**src/hw/rtl/cal_pkg.sv**
```systemverilog
// ----------------------------------------------------------------------------
// cal_pkg
// Shared types and constants for the cursor array list: the command and
// status codes, the input and result words, and the control word broadcast
// to the entry cells.
// ----------------------------------------------------------------------------
`default_nettype none

package cal_pkg;

  localparam int DEPTH = 16;
  localparam int PW    = $clog2(DEPTH + 1);

  typedef logic [PW-1:0]      pos_t;
  typedef logic signed [31:0] data_t;

  localparam pos_t POS_DEPTH = pos_t'(DEPTH);
  localparam pos_t POS_ONE   = pos_t'(1);
  localparam pos_t POS_ZERO  = pos_t'(0);

  typedef enum logic [2:0] {
    CMD_INSERT = 3'd0,
    CMD_ADD    = 3'd1,
    CMD_UPDATE = 3'd2,
    CMD_REMOVE = 3'd3,
    CMD_START  = 3'd4,
    CMD_END    = 3'd5,
    CMD_NEXT   = 3'd6,
    CMD_BACK   = 3'd7
  } cmd_e;

  typedef enum logic [1:0] {
    ST_OK     = 2'd0,
    ST_FULL   = 2'd1,
    ST_BOUNDS = 2'd2,
    ST_EMPTY  = 2'd3
  } status_e;

  // What every cell does at a clock edge.
  typedef enum logic [1:0] {
    MODE_IDLE  = 2'd0,  // hold
    MODE_WRITE = 2'd1,  // cell at idx takes value
    MODE_OPEN  = 2'd2,  // cell at idx takes value, cells in (idx, hi] take lower neighbor
    MODE_CLOSE = 2'd3   // cells in [idx, hi) take upper neighbor, cell at hi clears
  } mode_e;

  typedef struct packed {
    mode_e mode;
    pos_t  idx;
    pos_t  hi;
    data_t value;
  } cell_ctl_t;

  // Controller state seen by the top level.
  typedef struct packed {
    pos_t    cursor;
    pos_t    count;
    status_e status;
    pos_t    rd_idx;
    logic    rd_en;
  } ctrl_stat_t;

  typedef struct packed {
    cmd_e  cmd;
    data_t value;
  } in_word_t;

  typedef struct packed {
    data_t       cursor_value;
    logic [4:0]  item_count;
    logic [4:0]  cursor_pos;
    status_e     status;
  } out_word_t;

endpackage

`default_nettype wire

```
**src/hw/rtl/cal_cell.sv**
```systemverilog
// ----------------------------------------------------------------------------
// cal_cell
// One list entry. Loads a new value or a neighbor's entry as the broadcast
// control word says, and adds its entry to the read chain when selected.
// ----------------------------------------------------------------------------
`default_nettype none

module cal_cell
  import cal_pkg::*;
(
  input  wire logic      clk,
  input  wire logic      rst_n,
  input  wire pos_t      cell_idx,
  input  wire cell_ctl_t ctl,
  input  wire data_t     below_in,
  input  wire data_t     above_in,
  input  wire logic      rd_en,
  input  wire pos_t      rd_idx,
  input  wire data_t     rd_in,
  output data_t          entry,
  output data_t          rd_out
);

  data_t entry_r, entry_nxt;

  always_comb begin
    entry_nxt = entry_r;
    unique case (ctl.mode)
      MODE_IDLE: begin
      end
      MODE_WRITE: begin
        if (cell_idx == ctl.idx) entry_nxt = ctl.value;
      end
      MODE_OPEN: begin
        if (cell_idx == ctl.idx) begin
          entry_nxt = ctl.value;
        end else if (cell_idx > ctl.idx && cell_idx <= ctl.hi) begin
          entry_nxt = below_in;
        end
      end
      MODE_CLOSE: begin
        if (cell_idx >= ctl.idx && cell_idx < ctl.hi) begin
          entry_nxt = above_in;
        end else if (cell_idx == ctl.hi) begin
          entry_nxt = '0;
        end
      end
    endcase
  end

  always_ff @(posedge clk) begin
    if (!rst_n) begin
      entry_r <= '0;
    end else begin
      entry_r <= entry_nxt;
    end
  end

  assign entry  = entry_r;
  assign rd_out = (rd_en && cell_idx == rd_idx) ? (rd_in | entry_r) : rd_in;

endmodule

`default_nettype wire

```
**src/hw/rtl/cal_ctrl.sv**
```systemverilog
// ----------------------------------------------------------------------------
// cal_ctrl
// Cursor and count registers. Checks each command, sets the status and
// drives the control word for the entry cells.
// ----------------------------------------------------------------------------
`default_nettype none

module cal_ctrl
  import cal_pkg::*;
(
  input  wire logic     clk,
  input  wire logic     rst_n,
  input  wire logic     accept,
  input  wire in_word_t in_word,
  output cell_ctl_t     ctl,
  output ctrl_stat_t    stat
);

  pos_t    cursor_r, cursor_nxt;
  pos_t    count_r,  count_nxt;
  status_e status_r, status_nxt;

  always_comb begin
    cursor_nxt = cursor_r;
    count_nxt  = count_r;
    status_nxt = ST_OK;
    ctl.mode   = MODE_IDLE;
    ctl.idx    = cursor_r;
    ctl.hi     = count_r;
    ctl.value  = in_word.value;
    unique case (in_word.cmd)
      CMD_INSERT: begin
        if (count_r == POS_DEPTH) begin
          status_nxt = ST_FULL;
        end else if (cursor_r == POS_DEPTH) begin
          status_nxt = ST_BOUNDS;
        end else begin
          ctl.mode   = MODE_WRITE;
          cursor_nxt = cursor_r + POS_ONE;
          if (cursor_r >= count_r) count_nxt = count_r + POS_ONE;
        end
      end
      CMD_ADD: begin
        if (count_r == POS_DEPTH) begin
          status_nxt = ST_FULL;
        end else if (cursor_r > count_r) begin
          status_nxt = ST_BOUNDS;
        end else begin
          ctl.mode   = MODE_OPEN;
          cursor_nxt = cursor_r + POS_ONE;
          count_nxt  = count_r + POS_ONE;
        end
      end
      CMD_UPDATE: begin
        if (count_r == POS_ZERO) begin
          status_nxt = ST_EMPTY;
        end else if (cursor_r == POS_ZERO) begin
          status_nxt = ST_BOUNDS;
        end else begin
          ctl.mode = MODE_WRITE;
          ctl.idx  = cursor_r - POS_ONE;
        end
      end
      CMD_REMOVE: begin
        if (count_r == POS_ZERO) begin
          status_nxt = ST_EMPTY;
        end else if (cursor_r == POS_ZERO || cursor_r > count_r) begin
          status_nxt = ST_BOUNDS;
        end else begin
          ctl.mode  = MODE_CLOSE;
          ctl.idx   = cursor_r - POS_ONE;
          ctl.hi    = count_r - POS_ONE;
          count_nxt = count_r - POS_ONE;
        end
      end
      CMD_START: cursor_nxt = POS_ONE;
      CMD_END:   cursor_nxt = POS_DEPTH;
      CMD_NEXT: begin
        if (cursor_r >= POS_DEPTH) status_nxt = ST_BOUNDS;
        else cursor_nxt = cursor_r + POS_ONE;
      end
      CMD_BACK: begin
        if (cursor_r == POS_ZERO) status_nxt = ST_BOUNDS;
        else cursor_nxt = cursor_r - POS_ONE;
      end
    endcase
    if (!accept) ctl.mode = MODE_IDLE;
  end

  always_ff @(posedge clk) begin
    if (!rst_n) begin
      cursor_r <= POS_ZERO;
      count_r  <= POS_ZERO;
      status_r <= ST_OK;
    end else if (accept) begin
      cursor_r <= cursor_nxt;
      count_r  <= count_nxt;
      status_r <= status_nxt;
    end
  end

  assign stat.cursor = cursor_r;
  assign stat.count  = count_r;
  assign stat.status = status_r;
  assign stat.rd_idx = cursor_r - POS_ONE;
  assign stat.rd_en  = (cursor_r != POS_ZERO);

endmodule

`default_nettype wire

```
**src/hw/rtl/cursor_array_list.sv**
```systemverilog
// ----------------------------------------------------------------------------
// cursor_array_list
// The result word appears in the cycle after its command is taken.
// Throughput: one command per cycle; busy stays low, as every command
// finishes at the edge at which the cell row updates.
// Reset: synchronous, active low; all entries, the cursor and the count clear.
// ----------------------------------------------------------------------------
`default_nettype none

// The list lives in a row of DEPTH identical cells, one entry each. On every
// edge each cell either holds, loads the command value, clears, or takes the
// entry of its lower or upper neighbor, so add and remove shift the whole
// tail of the list at that edge. The controller keeps the cursor (index plus
// one, zero meaning before the first entry) and the count, checks each
// command and broadcasts one control word to all cells.
//
// The result word is built in the cycle after the command: the status is
// registered at the accept edge, and the cursor entry is read from the
// updated cells through an OR chain that runs along the row. The strobe
// out_valid marks that single cycle; the receiver cannot hold it off.

module cursor_array_list
  import cal_pkg::*;
(
  input  wire logic     clk,
  input  wire logic     rst_n,
  input  wire logic     start,
  output logic          busy,
  input  wire in_word_t in_word,
  output logic          out_valid,
  output out_word_t     out_word
);

  logic       accept;
  logic       out_valid_r;
  cell_ctl_t  ctl;
  ctrl_stat_t stat;
  data_t      ent   [DEPTH];
  data_t      rd_ch [DEPTH+1];

  // Every command completes at its accept edge, so the block never stalls.
  assign busy   = 1'b0;
  assign accept = start && !busy;

  cal_ctrl u_ctrl (
    .clk     (clk),
    .rst_n   (rst_n),
    .accept  (accept),
    .in_word (in_word),
    .ctl     (ctl),
    .stat    (stat)
  );

  assign rd_ch[0] = '0;

  // Cell k sees entry k-1 below and entry k+1 above; the row ends read zero.
  for (genvar k = 0; k < DEPTH; k++) begin : g_cell
    data_t below_w, above_w;
    if (k == 0) begin : g_lo
      assign below_w = '0;
    end else begin : g_lo
      assign below_w = ent[k-1];
    end
    if (k == DEPTH - 1) begin : g_hi
      assign above_w = '0;
    end else begin : g_hi
      assign above_w = ent[k+1];
    end
    cal_cell u_cell (
      .clk      (clk),
      .rst_n    (rst_n),
      .cell_idx (pos_t'(k)),
      .ctl      (ctl),
      .below_in (below_w),
      .above_in (above_w),
      .rd_en    (stat.rd_en),
      .rd_idx   (stat.rd_idx),
      .rd_in    (rd_ch[k]),
      .entry    (ent[k]),
      .rd_out   (rd_ch[k+1])
    );
  end

  always_ff @(posedge clk) begin
    if (!rst_n) begin
      out_valid_r <= 1'b0;
    end else begin
      out_valid_r <= accept;
    end
  end

  assign out_valid             = out_valid_r;
  assign out_word.cursor_value = rd_ch[DEPTH];
  assign out_word.item_count   = 5'(stat.count);
  assign out_word.cursor_pos   = 5'(stat.cursor);
  assign out_word.status       = stat.status;

`ifndef SYNTH
  a_count_range: assert property (@(posedge clk) disable iff (!rst_n)
    stat.count <= POS_DEPTH)
    else $error("item count above depth");

  a_word_follows: assert property (@(posedge clk) disable iff (!rst_n)
    accept |=> out_valid)
    else $error("result word missing after command");

  a_reject_keeps_count: assert property (@(posedge clk) disable iff (!rst_n)
    (out_valid && out_word.status != ST_OK) |-> stat.count == $past(stat.count))
    else $error("rejected command changed the count");

  a_before_first_zero: assert property (@(posedge clk) disable iff (!rst_n)
    (stat.cursor == POS_ZERO) |-> (out_word.cursor_value == '0))
    else $error("nonzero value with cursor before first entry");
`endif

endmodule

`default_nettype wire

```
**config.mk**
```make
export PLATFORM = sky130hd
export DESIGN_NAME = cursor_array_list
export DESIGN_NICKNAME = d
export VERILOG_FILES = /design/src/hw/rtl/cal_pkg.sv /design/src/hw/rtl/cal_cell.sv /design/src/hw/rtl/cal_ctrl.sv /design/src/hw/rtl/cursor_array_list.sv
export SDC_FILE = /design/constraint.sdc
export NUM_CORES = 2
export LEC_CHECK = 0
export BUFFER_PORTS_ARGS = -buffer_cell sky130_fd_sc_hd__buf_2
export CORE_AREA = 4 4 611 310
export CTS_CLUSTER_DIAMETER = 30
export CTS_CLUSTER_SIZE = 20
export DETAILED_ROUTE_END_ITERATION = 10
export DIE_AREA = 0 0 615 314
export GPL_TIMING_DRIVEN = 0
export PLACE_DENSITY_LB_ADDON = 0.12
export SYNTH_ARGS = -nofsm -noshare
export SYNTH_HDL_FRONTEND = slang
export SYNTH_HIERARCHICAL = 1
export SYNTH_SLANG_ARGS = --single-unit
export TNS_END_PERCENT = 30
```
**constraint.sdc**
```tcl
create_clock -name clk -period 10.6 [get_ports clk]
set_clock_uncertainty 0.15 [all_clocks]
set_input_delay 0.53 -clock clk [delete_from_list [all_inputs] [get_ports clk]]
set_output_delay 0.53 -clock clk [all_outputs]
set_load 0.1 [all_outputs]
```
==> results.yml <==
setup_path:
  category_of_the_most_critical_setup_path: "reg2out"
  crit_path_most_repeated_cell: "sky130_fd_sc_hd__a21o_1"
  timing.critical_path.required_ns: 9.92
  crit_path_top_delay_cell: "sky130_fd_sc_hd__inv_1"
  path_buf_inv: 6
  path_delay_family: "compound AO/OA/AOI/OAI gates"
  timing.critical_path.arrival_ns: 8.06
  critical_path.startpoint_type: "flip-flop"
  critPathCaptureType: "output port"
  path_max_fanout: 20
  slowest_delay_ns: 0.88
placement:
  gp_congestion: 0.861
  hpwlAfterDp_mm: 157
  port_buffers: 49
timing:
  achievable-frequency_mhz: 114
  rsz0062_at_grt: "no"
  hold_violations: 0
  tightestPinTransition_ns: 1.34
  final-max-slew-violation-count: 0
  slew-limit-headroom: 0.106
  setup_viol_count_final: 0
  fin_crit_sh: 0.825
  period_needed_ns: 8.74
  fin_hold_ws_ns: 0.274
cts:
  cts_resized: 0
  clk_pin_slew_worst_paths_ns: 0.04
  clock_sinks: 525
  numCtsBuffers: 165
  clk_path_buf_depth: 3
  number_of_h_tree_levels: 4
  cts_tree: "built"
  source_to_sink_clock_delay_at_the_later_pin_of_the_worst_skew_pair_ns: 0.77
  cts_root_buffer: "sky130_fd_sc_hd__clkbuf_16"
  post-cts-setup-buffer-count: 0
route:
  avgRoutedWirePerCell_um: 20.8
  routed_wl_mm: 195
  drtIter0Drc: 3767
  vias: 46800
  ant_nets: 0
  post_drt_via_cell_ratio: 5.00
  drt_drc_violations_left: 0
  detailedRoute.firstPassIterationCount: 6
floorplanning:
  area_inside_the_core_boundary_um2: 183000
  row_count: 111
  dieWidth_um: 615
  area_enclosed_by_the_die_boundary_um2: 193000
  die_height_um: 314
  io_pins: 84
  initial_core_util: 0.250
global_route:
  pin_count_of_the_biggest_net_entering_global_routing: 33
  grt_usage: 0.195
  grt_first_pass_wirelength_mm: 295
  grt_antenna_before_repair: 5
  first_global_vias: 45500
  globalRoute.totalOverflow: 0
yosys:
  mappedNetlistArea_um2: 45800
  asyncSetResetFlopFracSynth: 0
  ys_seq_elements: 525
  synth_enable_flop_cells: 0
  synthDistinctLibCells: 67
  post_synth_inst_count: 6233
  ys.flop_type: "sky130_fd_sc_hd__dfxtp_1"
  ys.warnings.count: 6
  synth_area_per_cell_um2: 7.35
  synth_sequential_area_ratio: 0.229
flow_run:
  timing.max_cap.violations: 0
cells_and_area:
  multiInputGateArea_um2: 31100
  fin_nets: 6995
  fillerInstances: 19900
  areaGrowthSynthToFinish_pct: 23.7
  regArea_um2: 10500
  final_layout_size_suffix_gt1_frac: 0.148
pwr:
  post-layout-total-power_uw: 9140
  power.static_leakage_uw: 0.0215
  vdd.ir_drop.worst_v: 0.000153
  cellPowerDensity_nw_per_um2: 161
worst_hold_path:
  worstHoldPathType: "in2reg"
run_status:
  outcome: "completed"
==> Yosys cell counts, types with 4 or more instances <==
library cell / number / area [µm²]
sky130_fd_sc_hd__nor4_1: 16 / 100
sky130_fd_sc_hd__ha_1: 170 / 2130
sky130_fd_sc_hd__and4_1: 17 / 149
sky130_fd_sc_hd__inv_1: 687 / 2580
sky130_fd_sc_hd__nand3_1: 37 / 185
sky130_fd_sc_hd__buf_4: 34 / 255
sky130_fd_sc_hd__o21ai_1: 4 / 20.0
sky130_fd_sc_hd__xnor2_1: 22 / 193
sky130_fd_sc_hd__o21ai_0: 1010 / 5050
sky130_fd_sc_hd__nand3_2: 16 / 160
sky130_fd_sc_hd__o221a_1: 17 / 191
sky130_fd_sc_hd__mux2i_1: 5 / 50.1
sky130_fd_sc_hd__nor2b_1: 20 / 125
sky130_fd_sc_hd__and3_1: 52 / 325
sky130_fd_sc_hd__o21ai_2: 16 / 140
sky130_fd_sc_hd__nor2_1: 1050 / 3940
sky130_fd_sc_hd__nand2_1: 49 / 184
sky130_fd_sc_hd__nand2b_1: 19 / 119
sky130_fd_sc_hd__or2_1: 16 / 100
sky130_fd_sc_hd__nand4_1: 18 / 113
sky130_fd_sc_hd__a21o_1: 528 / 3960
sky130_fd_sc_hd__a21oi_1: 59 / 295
sky130_fd_sc_hd__a32oi_1: 497 / 4350
sky130_fd_sc_hd__buf_2: 133 / 666
sky130_fd_sc_hd__and2_1: 17 / 106
sky130_fd_sc_hd__a211oi_2: 16 / 200
sky130_fd_sc_hd__o211ai_1: 17 / 128
sky130_fd_sc_hd__a211oi_1: 4 / 30.0
sky130_fd_sc_hd__clkbuf_1: 373 / 1400
sky130_fd_sc_hd__a21oi_2: 21 / 184
sky130_fd_sc_hd__a22oi_2: 336 / 4200
sky130_fd_sc_hd__dfxtp_1: 525 / 10500
sky130_fd_sc_hd__buf_6: 48 / 541
sky130_fd_sc_hd__nor3_4: 16 / 260
sky130_fd_sc_hd__a22oi_1: 178 / 1340
sky130_fd_sc_hd__o22ai_2: 16 / 200
sky130_fd_sc_hd__or3_1: 4 / 25.0
sky130_fd_sc_hd__nor3_1: 4 / 20.0
sky130_fd_sc_hd__xor2_1: 67 / 587
sky130_fd_sc_hd__buf_1: 34 / 128
sky130_fd_sc_hd__and4_2: 16 / 160
sky130_fd_sc_hd__or4_1: 16 / 120
==> area by class of cell <==
type | count | share of cell area
inverters | 687 | 0.0455
repair buffers | 68 | 0.0111
well taps | 2429 | 0.0536
diodes | 5 | 0.000221
clock buffers | 233 | 0.0855
plain buffers | 622 | 0.0527
clock inverters | 65 | 0.0183
multi-input cells | 4718 | 0.548
flip-flops and latches | 525 | 0.185
==> power by group <==
| part | switching (µW) | internal, µW |
|---|---|---|
| logic | 1180 | 575 |
| clock network | 1550 | 3680 |
| registers | 97.4 | 2050 |
==> metrics by stage <==
stage | utilization | std cells | TNS [ns] | setup slack [ns] | area [µm²]
floorplan | - | 6552 | 0 | 2.27 | 47000
global placement | 0.275 | 9030 | -2852.39 | -5.73 | 50300
detailed placement | 0.277 | 9048 | 0 | 2.56 | 50800
CTS | 0.309 | 9347 | 0 | 1.69 | 56700
global route | 0.310 | 9351 | 0 | 1.38 | 56700
finish | 0.310 | 9352 | 0 | 1.86 | 56700
==> routing by layer <==
layer,GRT usage,vias up,share of wire
met5,0,-,0
met4,0.0601,0,0.026
met2,0.306,1277,0.44
met1,0.278,21800,0.49
met3,0.0224,277,0.044
li1,-,23400,-
==> repair_timing <==
item	in CTS	in global routing
endpoints found under the hold margin	3	0
endpoints found under the setup margin	0	0
hold buffers	1	0
==> worst min-delay path, delay by kind of cell <==
| family | cells | cell delay, ns |
|---|---|---|
| compound gates | 1 | 0.05 |
| buf+inv | 1 | 0.12 |
| simple gates | 3 | 0.43 |
==> path summary, 6_finish.rpt <==
path                                         start                    endpoint  slack, ns  cells after the start
worst max-delay path            u_ctrl/cursor_r[0]                out_word[23]       1.86                     28
worst min-delay path                   in_word[34]          u_ctrl/status_r[0]       0.27                      5
worst max register to register  u_ctrl/cursor_r[0]  g_cell[12].u_cell/entry[5]       3.66                     19
worst min register to register  u_ctrl/status_r[0]          u_ctrl/status_r[0]       0.30                      2
==> placed cells by master, fill, tap and decap left out, types with 17 or more instances in the layout <==
master | netlist | layout
sky130_fd_sc_hd__and2_1 | 17 | 17
sky130_fd_sc_hd__nor2b_1 | 20 | 20
sky130_fd_sc_hd__ha_1 | 170 | 170
sky130_fd_sc_hd__a21oi_2 | 21 | 21
sky130_fd_sc_hd__xnor2_1 | 22 | 20
sky130_fd_sc_hd__inv_1 | 687 | 687
sky130_fd_sc_hd__dfxtp_1 | 525 | 525
sky130_fd_sc_hd__nor2_1 | 1050 | 1050
sky130_fd_sc_hd__buf_1 | 34 | 34
sky130_fd_sc_hd__a21o_1 | 528 | 528
sky130_fd_sc_hd__buf_6 | 48 | 50
sky130_fd_sc_hd__nand2b_1 | 19 | 19
sky130_fd_sc_hd__nand3_1 | 37 | 37
sky130_fd_sc_hd__clkbuf_16 | 0 | 168
sky130_fd_sc_hd__clkinv_2 | 0 | 26
sky130_fd_sc_hd__xor2_1 | 67 | 65
sky130_fd_sc_hd__conb_1 | 2 | 321
sky130_fd_sc_hd__o221a_1 | 17 | 17
sky130_fd_sc_hd__a22oi_2 | 336 | 336
sky130_fd_sc_hd__a21oi_1 | 59 | 56
sky130_fd_sc_hd__and3_1 | 52 | 52
sky130_fd_sc_hd__bufinv_16 | 0 | 22
sky130_fd_sc_hd__clkbuf_1 | 373 | 398
sky130_fd_sc_hd__and4_1 | 17 | 17
sky130_fd_sc_hd__nand4_1 | 18 | 18
sky130_fd_sc_hd__a32oi_1 | 497 | 497
sky130_fd_sc_hd__buf_2 | 133 | 182
sky130_fd_sc_hd__o211ai_1 | 17 | 17
sky130_fd_sc_hd__clkbuf_8 | 0 | 40
sky130_fd_sc_hd__buf_4 | 34 | 34
sky130_fd_sc_hd__o21ai_0 | 1010 | 1010
sky130_fd_sc_hd__nand2_1 | 49 | 49
sky130_fd_sc_hd__a22oi_1 | 178 | 178
==> logic make-up (layout without fill, tap and decap cells) <==
kind of cell               Yosys count  count (layout)  share of synthesized area
adders and majority gates          170             170                     0.0464
buffers and inverters             1309            1675                      0.121
other                                2             326                   0.000164
xor gates and xnor gates            89              89                     0.0170
AOI/OAI and AO/OA                 2737            2737                      0.446
and+or+nand+nor                   1393            1393                      0.137
muxes                                8               8                    0.00207
DFF                                525             525                      0.229
==> flip-flops by register name, indices dropped and copies added, names as in the netlist <==
| register | count |
|---|---|
| g_cell.u_cell/entry | 512 |
| u_ctrl/count_r | 5 |
| u_ctrl/cursor_r | 5 |
| u_ctrl/status_r | 2 |
| out_valid | 1 |
No activity file was read; power rests on OpenSTA's default activity.
